`src/rocauc_pkg.sv`:
```
// Shared types and constants for the ROC area accumulator.
// Holds the port structs, the front-to-back queue entry and all derived widths.
// No dependencies.
`default_nettype none

package rocauc_pkg;

	// Field widths of the ports
	localparam int SCORE_W     = 32;
	localparam int LIMIT_W     = 10;
	localparam int AUC_W       = 23;
	localparam int COUNT_OUT_W = 20;

	// Internal counter and score widths
	localparam int COUNT_BITS  = 20;
	localparam int SCORE_BITS  = 32;
	localparam int SCORE_CMP_W = (SCORE_BITS < SCORE_W) ? SCORE_BITS : SCORE_W;

	localparam int SUM_W  = COUNT_BITS + 1;
	localparam int PROD_W = 2 * COUNT_BITS + 1;
	localparam int AREA_W = 2 * COUNT_BITS + 2;
	localparam int DIVA_W = (COUNT_BITS > LIMIT_W) ? COUNT_BITS : LIMIT_W;
	localparam int DEN_W  = DIVA_W + COUNT_BITS;

	// 100 percent in Q15 is 25 << 17, so the scaled area is (area * 25) << 17
	localparam int SCALE_W   = AREA_W + 5;
	localparam int QUOT_W    = 24;
	localparam int Q15_SHIFT = 17;
	localparam int HI_SHIFT  = QUOT_W - Q15_SHIFT;
	localparam int STEP_W    = $clog2(QUOT_W + 1);

	localparam logic [COUNT_BITS-1:0] COUNT_MAX       = {COUNT_BITS{1'b1}};
	localparam logic [LIMIT_W-1:0]    NEG_LIMIT_RESET = LIMIT_W'(50);
	localparam logic [QUOT_W-1:0]     FULL_Q16        = QUOT_W'(6553600);

	// Configuration register indexes
	localparam int CFG_INDEX_W = 1;
	localparam logic [CFG_INDEX_W-1:0] CFG_MODE      = 1'b0;
	localparam logic [CFG_INDEX_W-1:0] CFG_NEG_LIMIT = 1'b1;

	typedef struct packed {
		logic signed [SCORE_W-1:0] score;
		logic                      is_positive;
		logic                      last;
	} in_item_t;

	typedef struct packed {
		logic [AUC_W-1:0]       auc_percent_q16;
		logic [COUNT_OUT_W-1:0] positives;
		logic [COUNT_OUT_W-1:0] negatives;
		logic                   overflowed;
	} result_t;

	typedef struct packed {
		logic               mode;
		logic [LIMIT_W-1:0] neg_limit;
	} cfg_t;

	// What the divider needs of a finished data set
	typedef struct packed {
		logic [COUNT_BITS-1:0] pos;
		logic [COUNT_BITS-1:0] neg;
		logic                  sat;
		logic [DIVA_W-1:0]     div_a;
	} set_info_t;

	// One classified item: the bin closed on entry, and on the last item the final bin
	typedef struct packed {
		logic [COUNT_BITS-1:0] dn_a;
		logic [SUM_W-1:0]      ps_a;
		logic [COUNT_BITS-1:0] dn_b;
		logic [SUM_W-1:0]      ps_b;
		logic                  last;
		set_info_t             info;
	} qentry_t;

	typedef struct packed {
		logic [AREA_W-1:0] total;
		set_info_t         info;
	} fin_t;

endpackage

`default_nettype wire

```
`src/roc_auc_accumulator.sv`:
```
// Top level of the ROC area accumulator: configuration registers, front end,
// queue, accumulator and divider. Depends on rocauc_pkg and all rocauc_* modules.
//
//   Channel   Handshake          Payload
//   input     push / full        item   (score, is_positive, last)
//   result    empty / pop        result (auc_percent_q16, positives, negatives, overflowed)
//   config    wr_en              wr_index, wr_data
//
// Items are taken one per cycle while full is low; the front end updates counts in
// the accept cycle. The last item of a set takes an extra pass through the multiplier,
// then the divider yields one quotient bit per cycle; the next set's items keep
// flowing into the queue meanwhile, and full rises when the queue backs up, behind
// the busy divider or behind the second pass that each last item takes.
// Reset clears all counts and sets neg_limit to 50.
`default_nettype none

module roc_auc_accumulator
	import rocauc_pkg::*;
#(
	parameter int QUEUE_DEPTH = 4
) (
	input  wire logic                   clk,
	input  wire logic                   arst_n,
	input  wire logic                   push,
	output logic                        full,
	input  wire in_item_t               item,
	output logic                        empty,
	input  wire logic                   pop,
	output result_t                     result,
	input  wire logic                   wr_en,
	input  wire logic [CFG_INDEX_W-1:0] wr_index,
	input  wire logic [LIMIT_W-1:0]     wr_data
);

	cfg_t    cfg_q;
	qentry_t front_entry, head_entry;
	logic    accept, q_full, q_empty, q_pop;
	fin_t    fin;
	logic    fin_valid, fin_ready;

	assign full   = q_full;
	assign accept = push && !q_full;

	always_ff @(posedge clk or negedge arst_n) begin
		if (!arst_n) begin
			cfg_q.mode      <= 1'b0;
			cfg_q.neg_limit <= NEG_LIMIT_RESET;
		end else if (wr_en) begin
			unique case (wr_index)
				CFG_MODE:      cfg_q.mode      <= wr_data[0];
				CFG_NEG_LIMIT: cfg_q.neg_limit <= wr_data;
				default: ;
			endcase
		end
	end

	rocauc_front u_front (
		.clk    (clk),
		.arst_n (arst_n),
		.accept (accept),
		.item   (item),
		.cfg    (cfg_q),
		.entry  (front_entry)
	);

	rocauc_queue #(
		.DEPTH (QUEUE_DEPTH)
	) u_queue (
		.clk      (clk),
		.arst_n   (arst_n),
		.push     (accept),
		.wr_entry (front_entry),
		.full     (q_full),
		.pop      (q_pop),
		.rd_entry (head_entry),
		.empty    (q_empty)
	);

	rocauc_mac u_mac (
		.clk       (clk),
		.arst_n    (arst_n),
		.entry     (head_entry),
		.q_empty   (q_empty),
		.q_pop     (q_pop),
		.fin       (fin),
		.fin_valid (fin_valid),
		.fin_ready (fin_ready)
	);

	rocauc_div u_div (
		.clk       (clk),
		.arst_n    (arst_n),
		.fin       (fin),
		.fin_valid (fin_valid),
		.fin_ready (fin_ready),
		.result    (result),
		.empty     (empty),
		.pop       (pop)
	);

endmodule

`default_nettype wire

```
`src/rocauc_front.sv`:
```
// Front end: counts labels, detects score breaks and emits bin operands per item.
// Depends on rocauc_pkg.
`default_nettype none

module rocauc_front
	import rocauc_pkg::*;
(
	input  wire logic     clk,
	input  wire logic     arst_n,
	input  wire logic     accept,
	input  wire in_item_t item,
	input  wire cfg_t     cfg,
	output qentry_t       entry
);

	logic [COUNT_BITS-1:0]  neg_q, pos_q, nb_q, pb_q;
	logic [SCORE_CMP_W-1:0] prev_q;
	logic                   have_q;
	logic                   sat_q;

	logic [SCORE_CMP_W-1:0] score_c;
	logic                   changed, neg_open, close_a;
	logic [COUNT_BITS-1:0]  nb_a, pb_a, neg_n, pos_n;
	logic                   sat_n;

	always_comb begin
		score_c  = item.score[SCORE_CMP_W-1:0];
		changed  = !have_q || (score_c != prev_q);
		neg_open = !cfg.mode || (DIVA_W'(neg_q) < DIVA_W'(cfg.neg_limit));
		close_a  = changed && neg_open;

		nb_a = close_a ? neg_q : nb_q;
		pb_a = close_a ? pos_q : pb_q;

		pos_n = pos_q;
		neg_n = neg_q;
		sat_n = sat_q;
		if (item.is_positive) begin
			if (pos_q != COUNT_MAX) pos_n = pos_q + 1'b1;
			else sat_n = 1'b1;
		end else if (neg_open) begin
			if (neg_q != COUNT_MAX) neg_n = neg_q + 1'b1;
			else sat_n = 1'b1;
		end

		entry.dn_a       = close_a ? (neg_q - nb_q) : '0;
		entry.ps_a       = SUM_W'(pos_q) + SUM_W'(pb_q);
		entry.dn_b       = neg_n - nb_a;
		entry.ps_b       = SUM_W'(pos_n) + SUM_W'(pb_a);
		entry.last       = item.last;
		entry.info.pos   = pos_n;
		entry.info.neg   = neg_n;
		entry.info.sat   = sat_n;
		entry.info.div_a = cfg.mode ? DIVA_W'(cfg.neg_limit) : DIVA_W'(neg_n);
	end

	always_ff @(posedge clk or negedge arst_n) begin
		if (!arst_n) begin
			neg_q  <= '0;
			pos_q  <= '0;
			nb_q   <= '0;
			pb_q   <= '0;
			prev_q <= '0;
			have_q <= 1'b0;
			sat_q  <= 1'b0;
		end else if (accept) begin
			if (item.last) begin
				// The data set is complete; start the next one from scratch.
				neg_q  <= '0;
				pos_q  <= '0;
				nb_q   <= '0;
				pb_q   <= '0;
				prev_q <= '0;
				have_q <= 1'b0;
				sat_q  <= 1'b0;
			end else begin
				neg_q <= neg_n;
				pos_q <= pos_n;
				nb_q  <= nb_a;
				pb_q  <= pb_a;
				sat_q <= sat_n;
				if (close_a) begin
					prev_q <= score_c;
					have_q <= 1'b1;
				end
			end
		end
	end

endmodule

`default_nettype wire

```
`src/rocauc_queue.sv`:
```
// Short register queue between the front end and the accumulator.
// Depends on rocauc_pkg for the entry type.
`default_nettype none

module rocauc_queue
	import rocauc_pkg::*;
#(
	parameter int DEPTH = 4
) (
	input  wire logic    clk,
	input  wire logic    arst_n,
	input  wire logic    push,
	input  wire qentry_t wr_entry,
	output logic         full,
	input  wire logic    pop,
	output qentry_t      rd_entry,
	output logic         empty
);

	localparam int PTR_W = (DEPTH > 1) ? $clog2(DEPTH) : 1;
	localparam int CNT_W = $clog2(DEPTH + 1);

	qentry_t           mem_q [DEPTH];
	logic [PTR_W-1:0]  wr_ptr_q, rd_ptr_q;
	logic [CNT_W-1:0]  count_q;
	logic              do_push, do_pop;

	assign full     = (count_q == CNT_W'(DEPTH));
	assign empty    = (count_q == '0);
	assign do_push  = push && !full;
	assign do_pop   = pop && !empty;
	assign rd_entry = mem_q[rd_ptr_q];

	always_ff @(posedge clk) begin
		if (do_push) mem_q[wr_ptr_q] <= wr_entry;
	end

	always_ff @(posedge clk or negedge arst_n) begin
		if (!arst_n) begin
			wr_ptr_q <= '0;
			rd_ptr_q <= '0;
			count_q  <= '0;
		end else begin
			if (do_push) begin
				wr_ptr_q <= (wr_ptr_q == PTR_W'(DEPTH - 1)) ? '0 : wr_ptr_q + 1'b1;
			end
			if (do_pop) begin
				rd_ptr_q <= (rd_ptr_q == PTR_W'(DEPTH - 1)) ? '0 : rd_ptr_q + 1'b1;
			end
			if (do_push && !do_pop) count_q <= count_q + 1'b1;
			else if (do_pop && !do_push) count_q <= count_q - 1'b1;
		end
	end

endmodule

`default_nettype wire

```
`src/rocauc_mac.sv`:
```
// Back-end accumulator: multiplies bin operands and sums the doubled area.
// Depends on rocauc_pkg; hands each finished data set to the divider.
`default_nettype none

module rocauc_mac
	import rocauc_pkg::*;
(
	input  wire logic    clk,
	input  wire logic    arst_n,
	input  wire qentry_t entry,
	input  wire logic    q_empty,
	output logic         q_pop,
	output fin_t         fin,
	output logic         fin_valid,
	input  wire logic    fin_ready
);

	logic                  phase_q;
	logic                  valid_s1, fin_s1;
	logic [PROD_W-1:0]     prod_s1;
	set_info_t             info_s1;
	logic [AREA_W-1:0]     area_q;
	logic                  valid_s2;
	fin_t                  fin_s2;

	logic                  s2_free, s1_take, s1_load;
	logic [COUNT_BITS-1:0] dn;
	logic [SUM_W-1:0]      ps;
	logic [PROD_W-1:0]     prod;

	always_comb begin
		s2_free = !valid_s2 || fin_ready;
		s1_take = valid_s1 && (!fin_s1 || s2_free);
		s1_load = !q_empty && (!valid_s1 || s1_take);
		// A last item takes two passes: its entry bin first, then the final bin.
		q_pop   = s1_load && (phase_q || !entry.last);
		dn      = phase_q ? entry.dn_b : entry.dn_a;
		ps      = phase_q ? entry.ps_b : entry.ps_a;
		prod    = PROD_W'(dn) * PROD_W'(ps);
	end

	assign fin       = fin_s2;
	assign fin_valid = valid_s2;

	always_ff @(posedge clk or negedge arst_n) begin
		if (!arst_n) begin
			phase_q  <= 1'b0;
			valid_s1 <= 1'b0;
			fin_s1   <= 1'b0;
			area_q   <= '0;
			valid_s2 <= 1'b0;
		end else begin
			if (s1_load) begin
				valid_s1 <= 1'b1;
				fin_s1   <= phase_q;
				phase_q  <= entry.last && !phase_q;
			end else if (s1_take) begin
				valid_s1 <= 1'b0;
			end

			if (s1_take && !fin_s1) begin
				area_q <= area_q + AREA_W'(prod_s1);
			end

			if (s1_take && fin_s1) begin
				area_q   <= '0;
				valid_s2 <= 1'b1;
			end else if (fin_ready) begin
				valid_s2 <= 1'b0;
			end
		end
	end

	always_ff @(posedge clk) begin
		if (s1_load) begin
			prod_s1 <= prod;
			info_s1 <= entry.info;
		end
		if (s1_take && fin_s1) begin
			fin_s2.total <= area_q + AREA_W'(prod_s1);
			fin_s2.info  <= info_s1;
		end
	end

endmodule

`default_nettype wire

```
`src/rocauc_div.sv`:
```
// Scales the doubled area to percent and divides it by the set's divisor,
// one quotient bit per cycle, then holds the result item. Depends on rocauc_pkg.
`default_nettype none

module rocauc_div
	import rocauc_pkg::*;
(
	input  wire logic clk,
	input  wire logic arst_n,
	input  wire fin_t fin,
	input  wire logic fin_valid,
	output logic      fin_ready,
	output result_t   result,
	output logic      empty,
	input  wire logic pop
);

	typedef enum logic [1:0] {
		ST_IDLE,
		ST_PREP,
		ST_ITER,
		ST_DONE
	} state_t;

	state_t               state_q;
	logic [SCALE_W-1:0]   scaled_q;
	logic [DEN_W-1:0]     den_q;
	set_info_t            info_q;
	logic [DEN_W-1:0]     rem_q;
	logic [QUOT_W-1:0]    low_q;
	logic [QUOT_W-1:0]    quo_q;
	logic [STEP_W-1:0]    step_q;
	result_t              out_q;
	logic                 out_valid_q;

	logic [SCALE_W-1:0]   scaled_in;
	logic [DEN_W-1:0]     scaled_hi;
	logic [DEN_W:0]       trial, diff;
	logic                 fits;
	logic [QUOT_W-1:0]    auc_clamped;
	logic                 load_out;

	always_comb begin
		scaled_in   = SCALE_W'(fin.total) + (SCALE_W'(fin.total) << 3)
			+ (SCALE_W'(fin.total) << 4);
		scaled_hi   = DEN_W'(scaled_q >> HI_SHIFT);
		trial       = {rem_q, low_q[QUOT_W-1]};
		diff        = trial - {1'b0, den_q};
		fits        = (trial >= {1'b0, den_q});
		auc_clamped = (quo_q > FULL_Q16) ? FULL_Q16 : quo_q;
		// A finished quotient moves out when the output is free or is being taken.
		load_out    = (state_q == ST_DONE) && (!out_valid_q || pop);
	end

	assign fin_ready = (state_q == ST_IDLE);
	assign result    = out_q;
	assign empty     = !out_valid_q;

	always_ff @(posedge clk or negedge arst_n) begin
		if (!arst_n) begin
			state_q     <= ST_IDLE;
			out_valid_q <= 1'b0;
			out_q       <= '0;
			step_q      <= '0;
		end else begin
			if (load_out) out_valid_q <= 1'b1;
			else if (pop) out_valid_q <= 1'b0;
			unique case (state_q)
				ST_IDLE: begin
					if (fin_valid) state_q <= ST_PREP;
				end
				ST_PREP: begin
					if (den_q == '0 || info_q.neg == '0) begin
						state_q <= ST_DONE;
					end else if (scaled_hi >= den_q) begin
						// The quotient would not fit; it clamps to full scale anyway.
						state_q <= ST_DONE;
					end else begin
						step_q  <= STEP_W'(QUOT_W);
						state_q <= ST_ITER;
					end
				end
				ST_ITER: begin
					step_q <= step_q - 1'b1;
					if (step_q == STEP_W'(1)) state_q <= ST_DONE;
				end
				ST_DONE: begin
					if (load_out) begin
						out_q.auc_percent_q16 <= AUC_W'(auc_clamped);
						out_q.positives       <= COUNT_OUT_W'(info_q.pos);
						out_q.negatives       <= COUNT_OUT_W'(info_q.neg);
						out_q.overflowed      <= info_q.sat;
						state_q               <= ST_IDLE;
					end
				end
				default: state_q <= ST_IDLE;
			endcase
		end
	end

	always_ff @(posedge clk) begin
		unique case (state_q)
			ST_IDLE: begin
				if (fin_valid) begin
					scaled_q <= scaled_in;
					den_q    <= DEN_W'(fin.info.div_a) * DEN_W'(fin.info.pos);
					info_q   <= fin.info;
				end
			end
			ST_PREP: begin
				if (den_q == '0 || info_q.neg == '0) begin
					quo_q <= '0;
				end else if (scaled_hi >= den_q) begin
					quo_q <= FULL_Q16;
				end else begin
					rem_q <= scaled_hi;
					low_q <= {scaled_q[HI_SHIFT-1:0], Q15_SHIFT'(0)};
					quo_q <= '0;
				end
			end
			ST_ITER: begin
				rem_q <= fits ? diff[DEN_W-1:0] : trial[DEN_W-1:0];
				quo_q <= {quo_q[QUOT_W-2:0], fits};
				low_q <= low_q << 1;
			end
			default: ;
		endcase
	end

endmodule

`default_nettype wire

```
`config.mk`:
```
export PLATFORM = sky130hd
export DESIGN_NAME = roc_auc_accumulator
export DESIGN_NICKNAME = d
export VERILOG_FILES = /design/src/rocauc_pkg.sv /design/src/roc_auc_accumulator.sv /design/src/rocauc_front.sv /design/src/rocauc_queue.sv /design/src/rocauc_mac.sv /design/src/rocauc_div.sv
export SDC_FILE = /design/constraint.sdc
export NUM_CORES = 2
export LEC_CHECK = 0
export ABC_AREA = 1
export BUFFER_PORTS_ARGS = -buffer_cell sky130_fd_sc_hd__buf_2
export CAP_MARGIN = 0
export CORE_MARGIN = 4
export CORE_UTILIZATION = 50
export DETAILED_ROUTE_END_ITERATION = 10
export PLACE_DENSITY_LB_ADDON = 0.2
export SYNTH_ARGS = -nofsm -noshare
export SYNTH_HDL_FRONTEND = slang
export SYNTH_SLANG_ARGS = --single-unit
```
`constraint.sdc`:
```
create_clock -name clk -period 10.5 [get_ports clk]
set_input_delay 2.1 -clock clk [delete_from_list [all_inputs] [get_ports clk]]
set_output_delay 2.1 -clock clk [all_outputs]
set_load 0.005 [all_outputs]
```
Word-level counts from Yosys, hierarchy flattened:

Memory sizes are Yosys's and may differ from the RTL's.
Index checks and enable logic that the tools add are counted.

* memory bits (writable): 576
* input port bits: 50
* memories kept: 1
* bits in registers: 671

* $lt $le $gt $ge: 4
* multipliers: 2
* multiplexer cells: 58
* $add $sub $neg: 15
* bitwise logic cells: 1
* reductions and logical operators: 51
* eq/ne operators: 15

Memories
* u_queue.mem_q: depth 4, bits a word 144, rd ports 1, clocked after Yosys merged registers in 0, wr ports 1, RTL line rocauc_queue.sv:23 `qentry_t mem_q [DEPTH];`

Operator list (number)
* two-way mux 20 bit: 14
* two-way mux 40 bit: 3
* case mux 24 bit (2 select lines): 2
* two-way mux 42 bit: 2
* case mux 40 bit (2 select lines): 1
* two-way mux 24 bit: 3
* two-way mux 32 bit: 2
* adder 47 x 46 -> 47 bit: 1
* adder 42 x 45 -> 46 bit: 1
* two-way mux 23 bit: 2
* adder 20 x 20 -> 21 bit: 2
* adder 42 x 41 -> 42 bit: 1
* greater-or-equal comparator 41 x 40 -> 1 bit: 1
* multiplier 20 x 21 -> 41 bit: 1
* adder 20 x 1 -> 20 bit (second input constant): 2
* greater-or-equal comparator 40 bit: 1
* zero test 40 bit: 1
* multiplier 20 x 20 -> 40 bit: 1
* != test 20 bit (second input constant): 2
* subtractor 20 bit: 2
* subtractor 40 bit: 1
* != test 32 bit: 1
* greater-than comparator 24 x 23 -> 1 bit (second input constant): 1
* two-way mux 21 bit: 1
* 27 further kinds: 97

Depth between registers and ports, before layout:

* word-level depth: 11
* mapped depth: 36

Modules after synthesis:

A second synthesis with hierarchy kept.

* cells, all modules: 10451
* area total of the unflattened synthesis: 92735.2 µm²

By module, submodules not included
* rocauc_div: cells an instance 4155, instances 1, seq. area each 7777.5 µm², area each 32283.5 µm²
* rocauc_mac: cells an instance 2999, instances 1, seq. area each 7307.0 µm², area each 26349.0 µm²
* rocauc_queue: cells an instance 1740, instances 1, seq. area each 17471.8 µm², area each 23112.2 µm²
* rocauc_front: cells an instance 1506, instances 1, seq. area each 2852.7 µm², area each 10527.6 µm²
* roc_auc_accumulator: cells an instance 51, instances 1, seq. area each 279.0 µm², area each 462.9 µm²

Worst setup path after synthesis:

OpenSTA, ideal clock, no wires.

* kind: input port to flip-flop
* start point: input port push
* end point: memory u_queue.mem_q[0][0] in the netlist's numbering, enable pin
* setup slack: 1414 ps
* stages: 3
* data required time: 9850 ps
* buffers on the path: 1
* arrival time: 8436 ps
* cell sequence: o21ai_1 -> clkbuf_1 -> nor2_1

* word-level cells in the longest chain between the ends: 4

RTL lines
* from (decl): RTL line roc_auc_accumulator.sv:24 `input wire logic push,`
* logical AND 1 bit: RTL line roc_auc_accumulator.sv:42 `assign accept = push && !q_full;`
* logical AND 1 bit: RTL line rocauc_queue.sv:30 `assign do_push = push && !full;`
* two-way mux 1 bit: RTL line rocauc_queue.sv:35 `if (do_push) mem_q[wr_ptr_q] <= wr_entry;`
* two-way mux 1 bit (implied by the code): RTL line rocauc_queue.sv:35
* to (decl): RTL line rocauc_queue.sv:23

No other way between the ends.

Worst setup path in the final report:

* start point: register u_queue.rd_ptr_q[0]
* end point: register u_mac.prod_s1[36], data pin

* word-level cells in the longest chain between the ends: 3

RTL lines
* from (decl): RTL line rocauc_queue.sv:24 `logic [PTR_W-1:0] wr_ptr_q, rd_ptr_q;`
* from (signal assigned): RTL line rocauc_queue.sv:48 `rd_ptr_q <= (rd_ptr_q == PTR_W'(DEPTH - 1)) ? '0 : rd_ptr_q + 1'b1;`
* memory (4 x 144 bit) *
* two-way mux 20 bit or two-way mux 21 bit (tied branches): RTL line rocauc_mac.sv:37, rocauc_mac.sv:38
* multiplier 20 x 21 -> 41 bit *: RTL line rocauc_mac.sv:39 `prod = PROD_W'(dn) * PROD_W'(ps);`
* net u_mac.prod[36]: RTL line rocauc_mac.sv:29 `logic [PROD_W-1:0] prod;`
* to (signal assigned): RTL line rocauc_mac.sv:76 `prod_s1 <= prod;`
* to (decl): RTL line rocauc_mac.sv:20 `logic [PROD_W-1:0] prod_s1;`

Mark *: on every way through the listed nets, which the timed path passes. The rest lies on a longest branch.
A chain may end at the register's enable or synchronous reset.

==> flow_metrics.env <==
export IMPL_layout_cells_non_filler=12800
export IMPL_min_delay_path_class="register to register"
export IMPL_design_die_area_um2=190000
export IMPL_core_area_um2=181000
export IMPL_synthTopCellsByArea="sky130_fd_sc_hd__edfxtp_1 32%, sky130_fd_sc_hd__fa_1 15%, sky130_fd_sc_hd__nand2_1 9.1%"
export IMPL_globalRouteOverflowTotal=0
export IMPL_synth_edf_count=980
export IMPL_worst_setup_path_type="register to register"
export IMPL_synth_warnings=0
export IMPL_grt_first_pass_wirelength_mm=416
export IMPL_setup_tns_ns=0
export IMPL_die_width_um=436
export IMPL_synth_cells=10300
export IMPL_syn_area_um2=91400
export IMPL_h_tree_depth=4
export IMPL_slew_viol_final=0
export IMPL_synth_seq_area_share_pct=39.0
export IMPL_cts_sink_count=1230
export IMPL_place_detailed_hpwl_mm=202
export IMPL_placement_rows=156
export IMPL_cp_start_kind="register"
export IMPL_design_portCount=116
export IMPL_clkTransAtPathRegs_ns=0.06
export IMPL_worst_ep_arrival_time_ns=9.46
export IMPL_max_cap_viol=0
export IMPL_firstDrtPassIters=6
export IMPL_antenna_violation_net_count_after_detailed_routing=0
export IMPL_tritoncts_num_buffers=136
export IMPL_drive_gt1_share_pct=4.94
export IMPL_period_needed_ns=8.96
export IMPL_place_detailed_instances=12500
export IMPL_worst_slew_pin_transition_ns=1.31
export IMPL_remaining_drc_errors=0
export IMPL_grt_start_max_net_pins=143
export IMPL_skew_ns=0.0821
export IMPL_grt_pass1_vias=70800
export IMPL_routed_wirelength_mm=267
export IMPL_critical_path_max_stage_delay_ns=0.73
export IMPL_cts_post_setup_buffers_inserted=0
export IMPL_final_core_utilization_pct=54.6
export IMPL_start_util_pct=50.4
export IMPL_wl_per_cell_um=21.0
export IMPL_worst_path_most_repeated_cell="sky130_fd_sc_hd__nand2_1"
export IMPL_post_synth_num_cell_types=60
export IMPL_place_port_buffers=115
export IMPL_cts_repair_resize_count=0
export IMPL_cts_root_buffer_cell="sky130_fd_sc_hd__clkbuf_16"
export IMPL_crit_path_end_kind="register"
export IMPL_gp_congestion=0.947
export IMPL_grt_util_all_layers_pct=28.1
export IMPL_setup_violations=0
export IMPL_worst_ep_required_time_ns=11.01
export IMPL_synth_net_count=11600
export IMPL_worstSkewPairLatency_ns=0.83
export IMPL_hold_buffers=0
export IMPL_yosys_top_cells_count="2225 x sky130_fd_sc_hd__nand2_1, 1638 x sky130_fd_sc_hd__inv_1, 1048 x sky130_fd_sc_hd__nor2_1"
export IMPL_final_cycle_utilization_of_the_critical_path_pct=85.3
export IMPL_netlist_area_leader_share_pct=32.2
export IMPL_synth_flop_cell="sky130_fd_sc_hd__edfxtp_1"
export IMPL_detailroute_via_count=70800
export IMPL_synth_largest_area_cell="sky130_fd_sc_hd__edfxtp_1"
export IMPL_detail_route_iter0_violations=6337
export IMPL_grt_antenna_before_repair=4
export IMPL_synth_avg_cell_area_um2=8.92
export IMPL_die_y_um=436
export IMPL_area_growth_syn_to_layout_pct=8.38
export IMPL_tritoncts="yes"
export IMPL_cts_max_path_buffers=3
export IMPL_run_status="finished, final reports clean"
export IMPL_routed_via_density=5.55
export IMPL_synth_most_common_cell="sky130_fd_sc_hd__nand2_1"
export IMPL_rsz0062_at_grt="false"
export IMPL_report_final_hold_viol_count=0
export IMPL_yosys_register_bits=1230
export IMPL_fmaxAchievable_mhz=112
export IMPL_timing_max_slew_rel_slack_pct=11.7
export IMPL_nNetsFinal=11600
export IMPL_timing_critical_path_slowest_stage_cell="sky130_fd_sc_hd__dfrtp_4"
export IMPL_ys_async_sr_fraction_pct=20.3
export IMPL_critical_path_peak_fanout=140
## final timing paths
path / start / end / slack [ns] / depth (start not counted)
max in group asynchronous: arst_n / u_mac.area_q[7] / 7.68 / 2
max reg2reg: u_queue.rd_ptr_q[0] / u_mac.prod_s1[36] / 1.54 / 32
max: u_queue.rd_ptr_q[0] / u_mac.prod_s1[36] / 1.54 / 32
min: u_mac.info_s1[0] / u_mac.fin[0] / 0.41 / 0
min in group asynchronous: arst_n / u_queue.rd_ptr_q[0] / 1.22 / 1
min reg2reg: u_mac.info_s1[0] / u_mac.fin[0] / 0.41 / 0
## area by class of cell
type	instances	area, um^2
fillers	16500	82200
multi-input cells	7024	48100
flip-flops and latches	1230	35700
inverters	1663	6260
clock buffers	170	3610
well taps	2370	2970
repair buffers	214	1370
clock inverters	84	1120
diodes	1	2.50
## logic make-up (layout without fill, tap and decap cells)
group | Yosys count | after routing | share of synthesized area [%]
flops | 1230 | 1230 | 39.0
xor+xnor | 301 | 301 | 2.89
fa+ha+maj | 1271 | 1271 | 22.9
other cells | 0 | 1 | 0
compound gates | 1563 | 1563 | 9.52
buf+inv | 1996 | 2131 | 8.48
simple gates | 3889 | 3889 | 17.2
## placed cells by master, fill, tap and decap left out, drive strengths merged, types with 61 or more instances in the layout
| master | instances |
|---|---|
| nand2 | 2235 |
| nor2 | 1052 |
| inv | 1659 |
| buf | 214 |
| xor2 | 193 |
| a21oi | 435 |
| nand3 | 343 |
| ha | 604 |
| dfrtp | 247 |
| xnor2 | 108 |
| edfxtp | 980 |
| o22ai | 209 |
| clkinv | 72 |
| nand4 | 79 |
| o21ai | 715 |
| fa | 667 |
| nor3 | 61 |
| clkbuf | 170 |
## sequential cells by signal (all words and copies together), names as in the netlist, 24 cells and up
signal          flops
u_queue.mem_q     576
u_mac.fin         103
u_div.result       64
u_mac.info_s1      61
u_div.scaled_q     47
u_mac.area_q       42
u_div.info_q       41
u_mac.prod_s1      41
u_div.den_q        40
u_div.rem_q        40
u_front.prev_q     32
u_div.quo_q        24
## layer usage
| metal | track usage [%] | up-vias | share of wire (%) |
|---|---|---|---|
| li1 | - | 33300 | - |
| met4 | 9.06 | 0 | 3.4 |
| met2 | 46.4 | 2237 | 47 |
| met1 | 38.5 | 34800 | 43 |
| met3 | 3.86 | 441 | 5.9 |
| met5 | 0 | - | 0 |
## metrics by stage
step / setup slack, ns / instance area (um^2) / hold slack (ns)
2_1_floorplan: 1.41 / 91400 / 0.400
3_3_place_gp: 1.76 / 94400 / 0.400
3_5_place_dp: 1.60 / 94400 / 0.405
4_1_cts: 1.53 / 99100 / 0.416
5_1_grt: 0.873 / 99100 / 0.418
6_report: 1.54 / 99100 / 0.414
## critical path, delay by kind of cell (launching register included)
kind	cells	cell delay, ns
compound gates	4	0.71
buf+inv	9	2.00
flops	1	0.73
fa+ha+maj	8	3.72
simple gates	11	1.38
Power is not shown: default switching activity piles up to over one toggle a cycle in this logic, so the estimate is an artifact.
